**src/chacha_pkg.sv**
```systemverilog
package chacha_pkg;

   // ChaCha constant words ("expand 32-byte k")
   localparam logic [31:0] SIGMA0 = 32'h6170_7865;
   localparam logic [31:0] SIGMA1 = 32'h3320_646e;
   localparam logic [31:0] SIGMA2 = 32'h7962_2d32;
   localparam logic [31:0] SIGMA3 = 32'h6b20_6574;

   localparam int DOUBLE_ROUNDS_DEF = 10;

   // CSR geometry: 64-bit registers at byte address 8*index
   localparam int CSR_AW = 6;
   localparam int CSR_DW = 64;
   localparam int REG_IDX_W = 3;

   localparam logic [REG_IDX_W-1:0] REG_KEY_0_7    = 3'd0;
   localparam logic [REG_IDX_W-1:0] REG_KEY_8_15   = 3'd1;
   localparam logic [REG_IDX_W-1:0] REG_KEY_16_23  = 3'd2;
   localparam logic [REG_IDX_W-1:0] REG_KEY_24_31  = 3'd3;
   localparam logic [REG_IDX_W-1:0] REG_NONCE_0_7  = 3'd4;
   localparam logic [REG_IDX_W-1:0] REG_NONCE_8_11 = 3'd5;
   localparam logic [REG_IDX_W-1:0] REG_START_CTR  = 3'd6;

   // configuration as seen by the datapath
   typedef struct packed {
      logic [255:0] key;
      logic [95:0]  nonce;
      logic [31:0]  start_ctr;
   } cfg_type;

   // controller to datapath
   typedef struct packed {
      logic       latch;       // capture the accepted transaction
      logic       start_msg;   // load block counter from config, rewind position
      logic       init_blk;    // load working state from config and counter
      logic       round_step;  // one quarter-round line on all four lanes
      logic [1:0] step;        // which line of the quarter round
      logic       diag;        // diagonal round when set, column round when clear
      logic       finish_blk;  // feed-forward add into keystream, bump counter
      logic       emit;        // produce a result into the output register
      logic       emit_live;   // emit from the live request instead of the latch
   } cmd_type;

   // datapath to controller
   typedef struct packed {
      logic slot_free;  // output register free or being taken this cycle
      logic pos_last;   // current keystream byte is the last of the block
      logic last_q;     // latched last flag
   } stat_type;

endpackage

```
**src/chacha_ctrl.sv**
```systemverilog
module chacha_ctrl import chacha_pkg::*; #(
   parameter int DOUBLE_ROUNDS = DOUBLE_ROUNDS_DEF
) (
   input  logic     clock,
   input  logic     reset,
   input  logic     req_valid,
   input  logic     req_last_byte,
   output logic     req_stall,
   input  stat_type stat,
   output cmd_type  cmd
);

   localparam int HALF_ROUNDS = 2 * DOUBLE_ROUNDS;
   localparam int HW = $clog2(HALF_ROUNDS);
   localparam logic [HW-1:0] HALF_LAST = HW'(HALF_ROUNDS - 1);
   localparam logic [1:0] STEP_LAST = 2'd3;

   localparam logic [1:0] S_IDLE  = 2'd0;
   localparam logic [1:0] S_ROUND = 2'd1;
   localparam logic [1:0] S_FINAL = 2'd2;
   localparam logic [1:0] S_EMIT  = 2'd3;

   logic [1:0]    state_ff, state_in;
   logic [1:0]    step_ff, step_in;
   logic [HW-1:0] half_ff, half_in;
   logic          open_ff, open_in;
   logic          ready_ff, ready_in;

   // next-state and command decode
   always_comb begin
      state_in       = state_ff;
      step_in        = step_ff;
      half_in        = half_ff;
      open_in        = open_ff;
      ready_in       = ready_ff;
      req_stall      = 1'b1;
      cmd            = '0;
      cmd.step       = step_ff;
      cmd.diag       = half_ff[0];
      case (state_ff)
         S_IDLE: begin
            req_stall = !stat.slot_free;
            if (req_valid && stat.slot_free) begin
               cmd.latch = 1'b1;
               if (!open_ff || !ready_ff) begin
                  // new message or block boundary: compute a block first
                  cmd.start_msg = !open_ff;
                  cmd.init_blk  = 1'b1;
                  open_in       = 1'b1;
                  ready_in      = 1'b0;
                  step_in       = '0;
                  half_in       = '0;
                  state_in      = S_ROUND;
               end else begin
                  cmd.emit      = 1'b1;
                  cmd.emit_live = 1'b1;
                  ready_in      = !stat.pos_last;
                  open_in       = !req_last_byte;
               end
            end
         end
         S_ROUND: begin
            cmd.round_step = 1'b1;
            step_in        = 2'(step_ff + 2'd1);
            if (step_ff == STEP_LAST) begin
               half_in = HW'(half_ff + 1'b1);
               if (half_ff == HALF_LAST) begin
                  half_in  = '0;
                  state_in = S_FINAL;
               end
            end
         end
         S_FINAL: begin
            cmd.finish_blk = 1'b1;
            ready_in       = 1'b1;
            state_in       = S_EMIT;
         end
         S_EMIT: begin
            if (stat.slot_free) begin
               cmd.emit = 1'b1;
               ready_in = !stat.pos_last;
               open_in  = !stat.last_q;
               state_in = S_IDLE;
            end
         end
         default: begin
            state_in = S_IDLE;
         end
      endcase
   end

   always_ff @(posedge clock) begin
      if (reset) begin
         state_ff <= S_IDLE;
         step_ff  <= '0;
         half_ff  <= '0;
         open_ff  <= 1'b0;
         ready_ff <= 1'b0;
      end else begin
         state_ff <= state_in;
         step_ff  <= step_in;
         half_ff  <= half_in;
         open_ff  <= open_in;
         ready_ff <= ready_in;
      end
   end

endmodule

```
**src/chacha_dp.sv**
```systemverilog
module chacha_dp import chacha_pkg::*; (
   input  logic       clock,
   input  logic       reset,
   input  cfg_type    cfg,
   input  cmd_type    cmd,
   output stat_type   stat,
   input  logic [7:0] req_data_byte,
   input  logic       req_last_byte,
   input  logic       rsp_stall,
   output logic       rsp_valid,
   output logic [7:0] rsp_result_byte,
   output logic       rsp_result_last
);

   logic [31:0] work_ff [16];
   logic [31:0] work_in [16];
   logic [31:0] ks_ff [16];
   logic [31:0] init_w [16];
   logic [31:0] ctr;
   logic [5:0]  pos_ff, pos_in;
   logic [31:0] blk_ff, blk_in;
   logic [7:0]  data_q_ff;
   logic        last_q_ff;
   logic        rsp_valid_ff, rsp_valid_in;
   logic [7:0]  rsp_byte_ff;
   logic        rsp_last_ff;
   logic [31:0] ks_word;
   logic [7:0]  ks_byte;
   logic [7:0]  emit_data;
   logic        emit_last;

   // rotate left by the amount of the given quarter-round line
   function automatic logic [31:0] rot_step(input logic [31:0] v, input logic [1:0] s);
      logic [31:0] r;
      case (s)
         2'd0:    r = {v[15:0], v[31:16]};
         2'd1:    r = {v[19:0], v[31:20]};
         2'd2:    r = {v[23:0], v[31:24]};
         default: r = {v[24:0], v[31:25]};
      endcase
      return r;
   endfunction

   // block input words
   assign ctr = cmd.start_msg ? cfg.start_ctr : blk_ff;
   always_comb begin
      init_w[0] = SIGMA0;
      init_w[1] = SIGMA1;
      init_w[2] = SIGMA2;
      init_w[3] = SIGMA3;
      for (int i = 0; i < 8; i++) begin
         init_w[4+i] = cfg.key[32*i +: 32];
      end
      init_w[12] = ctr;
      init_w[13] = cfg.nonce[31:0];
      init_w[14] = cfg.nonce[63:32];
      init_w[15] = cfg.nonce[95:64];
   end

   // one quarter-round line on four independent lanes:
   // p += q; t = rotl(t ^ p, r); even lines use (a,b,d), odd lines (c,d,b)
   always_comb begin
      logic [3:0]  ia, ib, ic, id, ip, iq, it;
      logic [31:0] sum;
      for (int k = 0; k < 16; k++) begin
         work_in[k] = work_ff[k];
      end
      for (int j = 0; j < 4; j++) begin
         ia = 4'(j);
         ib = cmd.diag ? 4'(4 + ((j + 1) % 4)) : 4'(4 + j);
         ic = cmd.diag ? 4'(8 + ((j + 2) % 4)) : 4'(8 + j);
         id = cmd.diag ? 4'(12 + ((j + 3) % 4)) : 4'(12 + j);
         ip = cmd.step[0] ? ic : ia;
         iq = cmd.step[0] ? id : ib;
         it = cmd.step[0] ? ib : id;
         sum = work_ff[ip] + work_ff[iq];
         work_in[ip] = sum;
         work_in[it] = rot_step(work_ff[it] ^ sum, cmd.step);
      end
   end

   // working state
   always_ff @(posedge clock) begin
      if (cmd.init_blk) begin
         work_ff <= init_w;
      end else if (cmd.round_step) begin
         work_ff <= work_in;
      end
   end

   // keystream block with feed-forward add
   always_ff @(posedge clock) begin
      if (cmd.finish_blk) begin
         for (int k = 0; k < 16; k++) begin
            ks_ff[k] <= work_ff[k] + init_w[k];
         end
      end
   end

   // latched transaction
   always_ff @(posedge clock) begin
      if (cmd.latch) begin
         data_q_ff <= req_data_byte;
         last_q_ff <= req_last_byte;
      end
   end

   // keystream byte at the current position
   assign ks_word   = ks_ff[pos_ff[5:2]];
   assign ks_byte   = ks_word[{pos_ff[1:0], 3'b000} +: 8];
   assign emit_data = cmd.emit_live ? req_data_byte : data_q_ff;
   assign emit_last = cmd.emit_live ? req_last_byte : last_q_ff;

   // position and block counter
   always_comb begin
      pos_in = pos_ff;
      blk_in = blk_ff;
      if (cmd.start_msg) begin
         pos_in = '0;
         blk_in = cfg.start_ctr;
      end
      if (cmd.finish_blk) begin
         blk_in = blk_ff + 32'd1;
      end
      if (cmd.emit) begin
         pos_in = 6'(pos_ff + 6'd1);
      end
   end

   assign rsp_valid_in = cmd.emit | (rsp_valid_ff & rsp_stall);

   always_ff @(posedge clock) begin
      if (reset) begin
         pos_ff       <= '0;
         blk_ff       <= '0;
         rsp_valid_ff <= 1'b0;
      end else begin
         pos_ff       <= pos_in;
         blk_ff       <= blk_in;
         rsp_valid_ff <= rsp_valid_in;
      end
   end

   // output register
   always_ff @(posedge clock) begin
      if (cmd.emit) begin
         rsp_byte_ff <= emit_data ^ ks_byte;
         rsp_last_ff <= emit_last;
      end
   end

   assign stat.slot_free = !rsp_valid_ff || !rsp_stall;
   assign stat.pos_last  = (pos_ff == 6'd63);
   assign stat.last_q    = last_q_ff;

   assign rsp_valid       = rsp_valid_ff;
   assign rsp_result_byte = rsp_byte_ff;
   assign rsp_result_last = rsp_last_ff;

endmodule

```
**src/chacha20_stream_xor.sv**
```systemverilog
// A byte inside an already computed block shows on rsp in the cycle after it is taken.
// The first byte of a block waits for the block: the working state is loaded, the round unit
// does one quarter-round line on four lanes per cycle, then the feed-forward add is made.
// Throughput: one byte per cycle within a block while the output is not stalled.
// Reset is synchronous and active high; it clears the controller, counters, output valid
// and all configuration registers to zero.
module chacha20_stream_xor import chacha_pkg::*; #(
   parameter int DOUBLE_ROUNDS = DOUBLE_ROUNDS_DEF
) (
   input  logic              clock,
   input  logic              reset,
   input  logic              req_valid,
   output logic              req_stall,
   input  logic [7:0]        req_data_byte,
   input  logic              req_last_byte,
   output logic              rsp_valid,
   input  logic              rsp_stall,
   output logic [7:0]        rsp_result_byte,
   output logic              rsp_result_last,
   input  logic              csr_psel,
   input  logic              csr_penable,
   input  logic              csr_pwrite,
   input  logic [CSR_AW-1:0] csr_paddr,
   input  logic [CSR_DW-1:0] csr_pwdata,
   output logic [CSR_DW-1:0] csr_prdata,
   output logic              csr_pready
);

   logic [63:0]          key0_ff, key1_ff, key2_ff, key3_ff, nonce_lo_ff;
   logic [31:0]          nonce_hi_ff, start_ff;
   logic [REG_IDX_W-1:0] reg_idx;
   logic                 wr_en;
   cfg_type              cfg;
   cmd_type              cmd;
   stat_type             stat;

   assign csr_pready = 1'b1;
   assign reg_idx    = csr_paddr[CSR_AW-1:3];
   assign wr_en      = csr_psel & csr_penable & csr_pwrite;

   // configuration registers
   always_ff @(posedge clock) begin
      if (reset) begin
         key0_ff     <= '0;
         key1_ff     <= '0;
         key2_ff     <= '0;
         key3_ff     <= '0;
         nonce_lo_ff <= '0;
         nonce_hi_ff <= '0;
         start_ff    <= '0;
      end else if (wr_en) begin
         case (reg_idx)
            REG_KEY_0_7:    key0_ff     <= csr_pwdata;
            REG_KEY_8_15:   key1_ff     <= csr_pwdata;
            REG_KEY_16_23:  key2_ff     <= csr_pwdata;
            REG_KEY_24_31:  key3_ff     <= csr_pwdata;
            REG_NONCE_0_7:  nonce_lo_ff <= csr_pwdata;
            REG_NONCE_8_11: nonce_hi_ff <= csr_pwdata[31:0];
            REG_START_CTR:  start_ff    <= csr_pwdata[31:0];
            default: ;
         endcase
      end
   end

   // read back
   always_comb begin
      case (reg_idx)
         REG_KEY_0_7:    csr_prdata = key0_ff;
         REG_KEY_8_15:   csr_prdata = key1_ff;
         REG_KEY_16_23:  csr_prdata = key2_ff;
         REG_KEY_24_31:  csr_prdata = key3_ff;
         REG_NONCE_0_7:  csr_prdata = nonce_lo_ff;
         REG_NONCE_8_11: csr_prdata = {32'd0, nonce_hi_ff};
         REG_START_CTR:  csr_prdata = {32'd0, start_ff};
         default:        csr_prdata = '0;
      endcase
   end

   assign cfg.key       = {key3_ff, key2_ff, key1_ff, key0_ff};
   assign cfg.nonce     = {nonce_hi_ff, nonce_lo_ff};
   assign cfg.start_ctr = start_ff;

   chacha_ctrl #(
      .DOUBLE_ROUNDS(DOUBLE_ROUNDS)
   ) u_ctrl (
      .clock         (clock),
      .reset         (reset),
      .req_valid     (req_valid),
      .req_last_byte (req_last_byte),
      .req_stall     (req_stall),
      .stat          (stat),
      .cmd           (cmd)
   );

   chacha_dp u_dp (
      .clock           (clock),
      .reset           (reset),
      .cfg             (cfg),
      .cmd             (cmd),
      .stat            (stat),
      .req_data_byte   (req_data_byte),
      .req_last_byte   (req_last_byte),
      .rsp_stall       (rsp_stall),
      .rsp_valid       (rsp_valid),
      .rsp_result_byte (rsp_result_byte),
      .rsp_result_last (rsp_result_last)
   );

endmodule

```
**config.mk**
```make
export PLATFORM = sky130hd
export DESIGN_NAME = chacha20_stream_xor
export DESIGN_NICKNAME = d
export VERILOG_FILES = /design/src/chacha_pkg.sv /design/src/chacha_ctrl.sv /design/src/chacha_dp.sv /design/src/chacha20_stream_xor.sv
export SDC_FILE = /design/constraint.sdc
export NUM_CORES = 2
export LEC_CHECK = 0
export BUFFER_PORTS_ARGS = -buffer_cell sky130_fd_sc_hd__buf_4
export CORE_AREA = 2 2 543 545
export DETAILED_ROUTE_END_ITERATION = 12
export DIE_AREA = 0 0 545 547
export PLACE_DENSITY = 0.55
export SLEW_MARGIN = 20
export SYNTH_ARGS = -nofsm -noshare
export SYNTH_HDL_FRONTEND = slang
export SYNTH_SLANG_ARGS = --single-unit
export TNS_END_PERCENT = 1
```
**constraint.sdc**
```tcl
create_clock -name clock -period 12.9 [get_ports clock]
set_input_delay 1.29 -clock clock [delete_from_list [all_inputs] [get_ports clock]]
set_output_delay 1.29 -clock clock [all_outputs]
set_load 0.03 [all_outputs]
```
# After elaboration in Yosys (flattened, before gate mapping)
# Memory sizes are Yosys's and may differ from the RTL's. A register that Yosys moved wholly into a read port is not among the register bits.
# Cells that the tools add are included.
# classes
bitwise,21
shifts,1
addsub,24
n_mux,134
n_lt_le_gt_ge,20
n_reduce_logical,39
n_eq_ne,19
# op_table
cell,n
$bwmux W512,8
$bmux W32 S4,12
$mux W32,34
$demux W32 S4,8
$mux W384,2
$add A32 B32 Y32,16
$pmux W64 S7,1
$pmux W32 S3,4
$xor A32 B32 Y32,4
$add A32 B31 Y32 const B,3
$ge A5 B5 Y1 const B,12
$not A4 Y5,12
$mux W4,14
$lt A5 B1 Y1 const B,8
$mux W2,18
$add A32 B1 Y32 const B,1
$add A32 B30 Y32 const B,1
$shiftx A32 B6 Y8,1
$mux W5,4
$mux W1,18
$reduce_and A2 Y1,7
$mux W6,2
$ne A2 B1 Y1 const B,5
$pmux W5 S2,1
other kinds (29),62
# totals
wordCells,294
mem_count,1
out_inout_bits,76
reg_bits,964
mem_bits_rw,512
# memory_table
name,words,width,read_ports,rd_ports_with_merged_regs,write_ports,line_no,text
u_dp.ks_ff,16,32,1,1,16,chacha_dp.sv:17,logic [31:0] ks_ff [16];

# Logic depth before layout (Yosys ltp)
# depth
depth_word,18
ltp_mapped,24
mapped_depth_nobuf,19

# By module
# From an unflattened synthesis, not the netlist that was laid out.
# hier_totals
hier_cells,10232
area_unflattened_um2,104372.6
# modules_own_cells
module,area_per_inst_um2,n_inst,cells_per_inst,seq_area_each_um2
chacha_dp,85791.0,1,8455,30869.6
chacha20_stream_xor,17809.6,1,1685,7687.4
chacha_ctrl,772.0,1,92,220.2

# Worst setup path after synthesis
# No wires, ideal clock.
# synth_timing
kind,reg2reg
from,reg u_ctrl.state_ff[0]
to,reg u_dp.blk_ff[11]
setup_slack_ns,-0.485
required_ns,12.814
n_path_buf,2
arrival_time_ns,13.300
path_stages_with_launch,7
cell_sequence,dfxtp_1 > inv_1 > ha_1 > clkbuf_1 > clkbuf_1 > nor2_1 > a211oi_1
# synth_between
elab_chain_cells,4
# synth_rtl
element,line_no,text
start: declaration,chacha_ctrl.sv:23,"logic [1:0] state_ff, state_in;"
start signal: assignment,chacha_ctrl.sv:100,state_ff <= state_in;
$logic_not A2 Y1,chacha_ctrl.sv:40,case (state_ff)
$mux W3,chacha_ctrl.sv:40,
$mux W32,n/a,
$mux W32 (*),chacha_dp.sv:122,if (cmd.finish_blk) begin
end signal: assignment,chacha_dp.sv:139,blk_ff <= blk_in;
end: declaration,chacha_dp.sv:21,"logic [31:0] blk_ff, blk_in;"
# Every way passes the cells marked *; elsewhere a longest branch is shown, timed or not.
# A chain may end at the register's enable or synchronous reset.

# Worst setup path after layout
# layout_timing
from,reg u_ctrl.half_ff[0]
to,"reg u_dp.work_ff[334] in the netlist's numbering, data pin"
# layout_between
elab_chain_cells,18
# layout_rtl
element,line_no,text
start: declaration,chacha_ctrl.sv:25,"logic [HW-1:0] half_ff, half_in;"
start signal: assignment,chacha_ctrl.sv:102,half_ff <= half_in;
$mux W2 (tied with other cells),chacha_dp.sv:71,ic = cmd.diag ? 4'(8 + ((j + 2) % 4)) : 4'(8 + j);
$mux W4 (on tied branches),"chacha_dp.sv:73, chacha_dp.sv:74",
$not A4 Y5 (on tied branches),"chacha_dp.sv:76, chacha_dp.sv:77",
$bmux W32 S4,chacha_dp.sv:76,sum = work_ff[ip] + work_ff[iq];
$mux W32 (not written as such) (2 in series),chacha_dp.sv:76,
$add A32 B32 Y32,chacha_dp.sv:76,
$xor A32 B32 Y32,chacha_dp.sv:78,"work_in[it] = rot_step(work_ff[it] ^ sum, cmd.step);"
$pmux W32 S3,chacha_dp.sv:35,case (s)
$bwmux W512,chacha_dp.sv:78,
$bwmux W512,chacha_dp.sv:77,work_in[ip] = sum;
$bwmux W512,chacha_dp.sv:78,
$bwmux W512,chacha_dp.sv:77,
$bwmux W512,chacha_dp.sv:78,
$bwmux W512,chacha_dp.sv:77,
$bwmux W512 (*),chacha_dp.sv:78,
$mux W384 (*),chacha_dp.sv:86,end else if (cmd.round_step) begin
$mux W384 (*),chacha_dp.sv:84,if (cmd.init_blk) begin
end signal: assignment,chacha_dp.sv:85,work_ff <= init_w;
end signal: assignment,chacha_dp.sv:87,work_ff <= work_in;
end: declaration,chacha_dp.sv:15,logic [31:0] work_ff [16];
# Every way passes the cells marked *; elsewhere a longest branch is shown, timed or not. The select of a mux whose other input is x is not followed.

==> results.md <==
- Port bufs: 157
- Full die area: 298100 µm²
- Worst Clk Skew: ~0.07 ns
- Core ar.: 292600 µm²
- Reg clk slew, reported paths: around 0.060 ns
- CP bufs+invs: 2
- Critical Path Max Stage Delay: 1.01 ns
- Synth warn: 0
- Synth top area share: 26.96%
- Largest family of logic cells by synthesized area: compound AO/OA/AOI/OAI gates
- Wire per inst: 37.86 µm
- Dpl hpwl: 436300 µm
- Resize count post-CTS: 0
- Simple-Gate Fraction of Synth Area: 13.61%
- Via count: 94070
- I/O pin count: ~160
- Critical Path, Cell by Cell: buf_4, buf_4, mux2i_1, a21oi_1, ha_1, fa_1, a211oi_1, o21ai_0, a21oi_1, nor3_1, o21ai_1, a211o_1, and3_1, xor2_1, nand2b_1, a21boi_0, o21ai_0
- Max-slew violations: 0
- Synth unique cells: approximately 100
- CTS max path bufs: 4
- Final setup fails: 0
- Met1 wire length: 224300 µm
- Area Growth Syn to Fin: 12.00%
- Final Hold Viols: 0
- Compound-gate portion of the synthesized area: 19.04%
- Worst-Skew Late Latency: between 0.9 and 1 ns
- Setup tns final: 0 ns
- Fmax: 117.5 MHz
- Crit end category: flop
- Initial antenna violation count: 63
- TritonCTS Buffers: between 150 and 200
- Final antenna-violating net count: 0
- Min-delay src: key3_ff[19]$_SDFFE_PP0P_
- Synth area leaders: edfxtp_1 27%, dfxtp_1 11%, mux4_2 9.6%
- Number of standard cells after synthesis: 10620
- Worst path required time: 13.53 ns
- Clock root cell: clkbuf_16
- Crit start category: flop
- Ratio of cells with drive above 1 in the final layout: 12.47%
- Post-Syn Area: 101800 µm²
- Crit Reg-Reg Startpoint: u_ctrl.half_ff[0]$_SDFFE_PP0P_
- Post-synthesis net count: roughly 11000
- # Max-Cap Violations: 0
- Asr flop ratio synth: 0%
- Min Clock Period, post-route: 8.511 ns
- CTS tree: yes
- Commonest non-fill, non-tap cells in the layout: 1643 x nand2_1, 1198 x a21oi_1, 914 x edfxtp_1, 747 x nor2_1, 577 x o21ai_0
- Flops & latches, synth: 1480
- DR vias/cell: 6.426
- Most used DFF post-synth: edfxtp_1
- Mux cell area share after synthesis: 13.07%
- Total track usage: 36.05%
- WL met3: 84650 µm
- Outcome: completed
- Clk sink count: 1480
- Cell taking the most area after synthesis: edfxtp_1
- Fin crit share: 65.98%
- Drt pass-1 iters: 6
- Data arrival time of the critical path: 9.14 ns
- First-pass GRT wire length: 734600 µm
- # H-tree levels: 4
- Commonest non-fill, non-tap cell in the layout: nand2_1
- Vias in the first global route: around 87000
- Adder-cell area share of the yosys netlist: under 10%
- Initial Util: a little over a third
- Min-Delay Path Class: flop to flop
- WL final: 554300 µm
- Cell family contributing the most delay on the critical path: compound AO/OA/AOI/OAI gates
- Seq/Total Area, Yosys: 38.10%
- GPL Wtd Cong: 1.101
- Routed wl met2: 215600 µm
- DR top layer: met5
- Measured slew at the worst slew-check pin: 1.283 ns
- Avg Cell Area, Syn: 9.589 µm²
- Worst-path fanout max: between 40 and 50
- Slew margin rel.: 14.47%
- Worst path slowest cell: xor2_1
- Critical path type: flop to flop
- Unrepaired setup endpoints after global routing: no
- # DRC: 0
- Fin nets: 11160
- Initial DRC Count: 14710
- Cts-stage hold buffer count: 0
- CP startpoint: u_ctrl.half_ff[0]$_SDFFE_PP0P_
- Rows: a little under 200
- Post-CTS setup buffer count: 0
- Xor/xnor cell area share of the yosys netlist: around 6.4%
- Largest net degree at the start of global routing: 143
- Grt ovf: 0
- Chip Height: 547 µm
- Number of flops mapped to enable cells by yosys: a little over 900
- Die X: roughly 550 µm
-- worst min-delay path, stage by stage, from the launching register on --
cell and delay [ns]:
dfxtp_1 0.31, nand2_1 0.05, a21oi_1 0.05
-- synth_stat cells, types with 68 or more instances --
master and number:
mux2i_1 280, mux4_2 436, nand2b_1 96, o21a_1 96, a211oi_1 101, o211ai_1 89, buf_1 93, a221oi_1 77
nand2_1 1662, a31oi_1 82, ha_1 512, a21oi_1 1199, edfxtp_1 914, dfxtp_1 566, clkbuf_1 534, o21ai_0 577
nor2_1 749, nand3_1 156, nor3_1 124, xor2_1 229, and3_1 72, inv_1 191, and2_1 77, xnor2_1 444
nor2b_1 68, a22o_1 103, a21o_1 217
-- cell families (layout without fill, tap and decap cells) --
logic type | count (synthesis) | count (layout)
and+or+nand+nor | 3213 | 3213
adders and majority gates | 528 | 528
xor gates and xnor gates | 702 | 702
AOI/OAI and AO/OA | 3073 | 3073
buffers and inverters | 841 | 921
DFF | 1480 | 1480
other | 1 | 26
muxes | 777 | 777
-- per-stage QoR --
stage / setup WS [ns] / util [%] / cell area, µm² / instances / hold WS, ns
floorplan: 5.106 / - / 101800 / 10620 / 0.4307
global placement: 4.800 / 36.82 / 107700 / 14280 / 0.4437
detailed placement: 4.758 / 36.82 / 107700 / 14280 / 0.4487
CTS: 4.717 / 38.93 / 113900 / 14610 / 0.4569
global route: 4.400 / 38.95 / 114000 / 14620 / 0.4727
finish: 4.389 / 38.97 / 114000 / 14640 / 0.4608
-- area by class of cell --
cell class | count | area, µm²
fillers | 28780 | 178600
multi-input cells | 8294 | 60220
flip-flops and latches | 1480 | 38790
clock buffers | 264 | 5325
well taps | 3919 | 4903
repair buffers | 392 | 3124
clock inverters | 72 | 847.1
inverters | 193 | 734.5
diodes | 25 | 62.56
-- routing by layer --
metal | up-vias | track usage (%)
li1 | 39390 | -
met3 | 918 | 15.11
met4 | 38 | 15.91
met5 | - | 0
met2 | 6450 | 48.75
met1 | 47270 | 49.47
-- worst paths after layout --
check	end	slack, ns	cells after the start
max	u_dp.work_ff[334]$_DFFE_PP_	4.39	17
min	key3_ff[19]$_SDFFE_PP0P_	0.46	2
max reg2reg	u_dp.work_ff[334]$_DFFE_PP_	4.39	17
min reg2reg	key3_ff[19]$_SDFFE_PP0P_	0.46	2
-- registers in the layout, summed over array words and instances (netlist names), 32 cells and up, named ones only --
signal	flops
u_dp.ks_ff	512
u_dp.work_ff	512
key0_ff	64
key1_ff	64
key2_ff	64
key3_ff	64
nonce_lo_ff	64
nonce_hi_ff	32
start_ff	32
u_dp.blk_ff	32
Power is not shown: default switching activity piles up to over one toggle a cycle in this logic, so the estimate is an artifact.
